**config.mk**
```make
export PLATFORM = sky130hd
export DESIGN_NAME = chtc_ram
export DESIGN_NICKNAME = d
export VERILOG_FILES = /design/src/design/chtc_ram.sv
export SDC_FILE = /design/constraint.sdc
export NUM_CORES = 1
export LEC_CHECK = 0
export ABC_AREA = 0
export BUFFER_PORTS_ARGS = -buffer_cell sky130_fd_sc_hd__buf_2
export CAP_MARGIN = 25
export CORE_AREA = 4 4 73 142
export CTS_BUF_LIST = sky130_fd_sc_hd__clkbuf_8
export CTS_CLUSTER_SIZE = 25
export DETAILED_ROUTE_END_ITERATION = 6
export DIE_AREA = 0 0 77 146
export PLACE_DENSITY = 0.76
export REMOVE_ABC_BUFFERS = 1
export SLEW_MARGIN = 15
export SYNTH_ARGS = -nofsm -noshare
export SYNTH_HDL_FRONTEND = slang
export SYNTH_SLANG_ARGS = --single-unit
```
**constraint.sdc**
```tcl
create_clock -name clock -period 1.6 [get_ports clock]
set_input_delay 0.08 -clock clock [delete_from_list [all_inputs] [get_ports clock]]
set_output_delay 0.08 -clock clock [all_outputs]
set_load 0.02 [all_outputs]
```
**src/design/chtc_ram.sv**
```systemverilog
// chtc_ram: generic single write port, single read port ram, registered read
// no dependencies
`timescale 1ns / 1ps

module chtc_ram #(
   parameter int WIDTH = 8,
   parameter int DEPTH = 16
) (
   input  logic                     clock,
   input  logic                     wr_en,
   input  logic [$clog2(DEPTH)-1:0] wr_addr,
   input  logic [WIDTH-1:0]         wr_data,
   input  logic [$clog2(DEPTH)-1:0] rd_addr,
   output logic [WIDTH-1:0]         rd_data
);

   logic [WIDTH-1:0] mem [DEPTH];
   logic [WIDTH-1:0] rd_data_ff;

   always_ff @(posedge clock) begin
      if (wr_en) begin
         mem[wr_addr] <= wr_data;
      end
      rd_data_ff <= mem[rd_addr];
   end

   assign rd_data = rd_data_ff;

endmodule

```
==> impl_metrics.tcl <==
set metrics [dict create \
    fmax_mhz 755 \
    synth.area.top_cells "edfxtp_1, mux4_2, mux4_1, dfxtp_1, a22oi_1" \
    clock_path_buffers 2 \
    drive_gt1_share_pct 30.4 \
    worstMarginPinSlew_ps 405 \
    clockRootBuffer "clkbuf_8" \
    wl_met3_microns 344 \
    dpl_cell_area_sq_mm 0.00552 \
    leakage_nw 2.02 \
    cts_max_level 4 \
    die_width_microns 77 \
    outcome "completed" \
    p_sw_share_pct 20.1 \
    ys_seq_area_share_pct 77.8 \
    dieArea_sq_mm 0.0112 \
    wl_met1_microns 3490 \
    post-route-util_pct 63.3 \
    p_int_w 0.00563 \
    synth_area_leader_cell "edfxtp_1" \
    synth.distinct_cells 19 \
    clk_latency_ps 420 \
    num_rows 50 \
    pwr_density_cell_mw_per_mm2 1190 \
    port_buffers 25 \
    avgSynthCellArea_sq_um 22.5 \
    postCtsSetupBuffers 0 \
    numCtsBuffers 17 \
    crit_slowest_cell "mux4_2" \
    grt_start_max_net_pins 33 \
    route.final.wire_length_microns 9500 \
    place_inst 372 \
    postRouteAntennaNets 0 \
    dp_hpwl_microns 6470 \
    drt_iter0_markers 208 \
    fin_skew_ps 9.01 \
    grt_pass1_vias 2539 \
    fin_crit_sh_pct 82.8 \
    wl_met2_microns 5520 \
    via_per_inst 6.01 \
    p_switching_w 0.00141 \
    finalNetCount 305 \
    wl_per_cell_microns 23.6 \
    slowest_delay_ps 480 \
    comb_power_share_pct 5.6 \
    path_buf_inv 0 \
    startpoint_type "register" \
    place_ws_ps 78.2 \
    grt_overflow 0 \
    hold_path_class "in -> reg" \
    fin_cells 403 \
    cp-end-kind "register" \
    tns_ps 0 \
    ys_seq_elements 136 \
    ys_warn_count 0 \
    relSlewSlack_pct 73.0 \
    top_layer "met4" \
    initial_core_util_pct 55.2 \
    syn_area_sq_mm 0.00515 \
    path_max_fanout 1 \
    globalplace.congestion 0.742 \
    rsz0062_at_grt "no" \
    cts.sinks 136 \
    netlist_instances 229 \
    setup-violations-final 0 \
    yosysTopAreaCellShare_pct 74.7 \
    drv_slew 0 \
    clk_pin_slew_ps 70 \
    cts_tree "built" \
    cp_data_required_time_ps 1900 \
    die_y_microns 146 \
    crit_family "multiplexers" \
    max-vdd-ir-drop_v 0.000731 \
    finalHoldViolCount 0 \
    area_growth_pct 14.6 \
    seq_power_share_pct 56.8 \
    via_count 2422 \
    critical_path_arrival_ps 1620 \
    setup_ws_ps 275 \
    route.detailed.drc 0 \
    coreArea_sq_mm 0.00932 \
    ctsResizeCount 0 \
    antenna_found_initial 0 \
    p_clk_share_pct 37.6 \
    crit_type "reg -> reg" \
    path_cells "mux4_2 > a22oi_1 > nand2_1" \
    drv_cap 0 \
    grt_usage_pct 18.3 \
    drtPass1Iterations 4 \
    design_area_sq_mm 0.00590 \
    insertedDiodeCount 0 \
    io_pins 26 \
    grt_pass1_wl_microns 14700 \
    cts_hold_repair.buffers 0 \
    period_needed_ps 1320 \
]
## state kept, by name (all words and copies together), names as in the netlist
signal and count:
mem 128, rd_data 8
## metal layers
layer | up-vias | track usage, %
met5 | - | 0
met4 | 0 | 6.60
met3 | 10 | 4.58
met2 | 65 | 32.8
met1 | 1262 | 20.9
li1 | 1085 | -
## layout by cell type (no fill, tap or decap), drive strengths merged, types with 3 or more instances in the layout
| cell type | n |
|---|---|
| dfxtp | 8 |
| clkbuf | 17 |
| bufinv | 3 |
| nor2 | 13 |
| nand2 | 9 |
| clkinv | 5 |
| inv | 3 |
| edfxtp | 128 |
| buf | 49 |
| a22oi | 16 |
| clkinvlp | 3 |
| mux4 | 32 |
| nor3 | 4 |
## synth_stat cells (all sizes together)
cell,count
or3b,1
edfxtp,128
nor2,13
nand2,9
buf,7
mux4,32
a22oi,16
clkdlybuf4s25,3
and2b,1
dfxtp,8
and2,1
nand3,1
nor3,4
nand3b,2
nor2b,1
nand2b,2
## cells by family after synthesis
kind of cell | after synthesis | share of synthesized area, %
muxes | 32 | 15.0
DFF | 136 | 77.8
buffers and inverters | 10 | 1.68
and+or+nand+nor | 35 | 3.18
AOI/OAI and AO/OA | 16 | 2.33
## power by group through the flow
stage	sequential (W)	combinational, W	clock, W
floorplan	0.00410	0.000160	0
global placement	0.00408	0.000384	0
detailed placement	0.00408	0.000396	0
CTS	0.00401	0.000399	0.00271
global route	0.00401	0.000423	0.00286
finish	0.00400	0.000391	0.00265
## metrics by stage
step | total power [W] | hold slack, ps
finish | 0.00704 | 42.6
global route | 0.00729 | 28.0
CTS | 0.00711 | 18.8
detailed placement | 0.00448 | 477
global placement | 0.00446 | 459
floorplan | 0.00426 | 179
## final timing paths
| kind | from | end | slack (ps) | depth (start not counted) |
|---|---|---|---|---|
| min | wr_data[1] | mem[6][1]$_DFFE_PP_ | 40 | 1 |
| min reg2reg | mem[14][5]$_DFFE_PP_ | rd_data[5]$_DFF_P_ | 670 | 3 |
| max reg2reg | mem[3][4]$_DFFE_PP_ | rd_data[4]$_DFF_P_ | 280 | 3 |
| max | mem[3][4]$_DFFE_PP_ | rd_data[4]$_DFF_P_ | 280 | 3 |
## final cells by class
| type | instances | area (sq um) |
|---|---|---|
| clock buffers | 17 | 234 |
| clock inverters | 14 | 143 |
| fillers | 628 | 3420 |
| multi-input cells | 83 | 1060 |
| flip-flops and latches | 136 | 4000 |
| well taps | 104 | 130 |
| repair buffers | 49 | 330 |
Note: power is estimated with default switching activity, not from simulation.
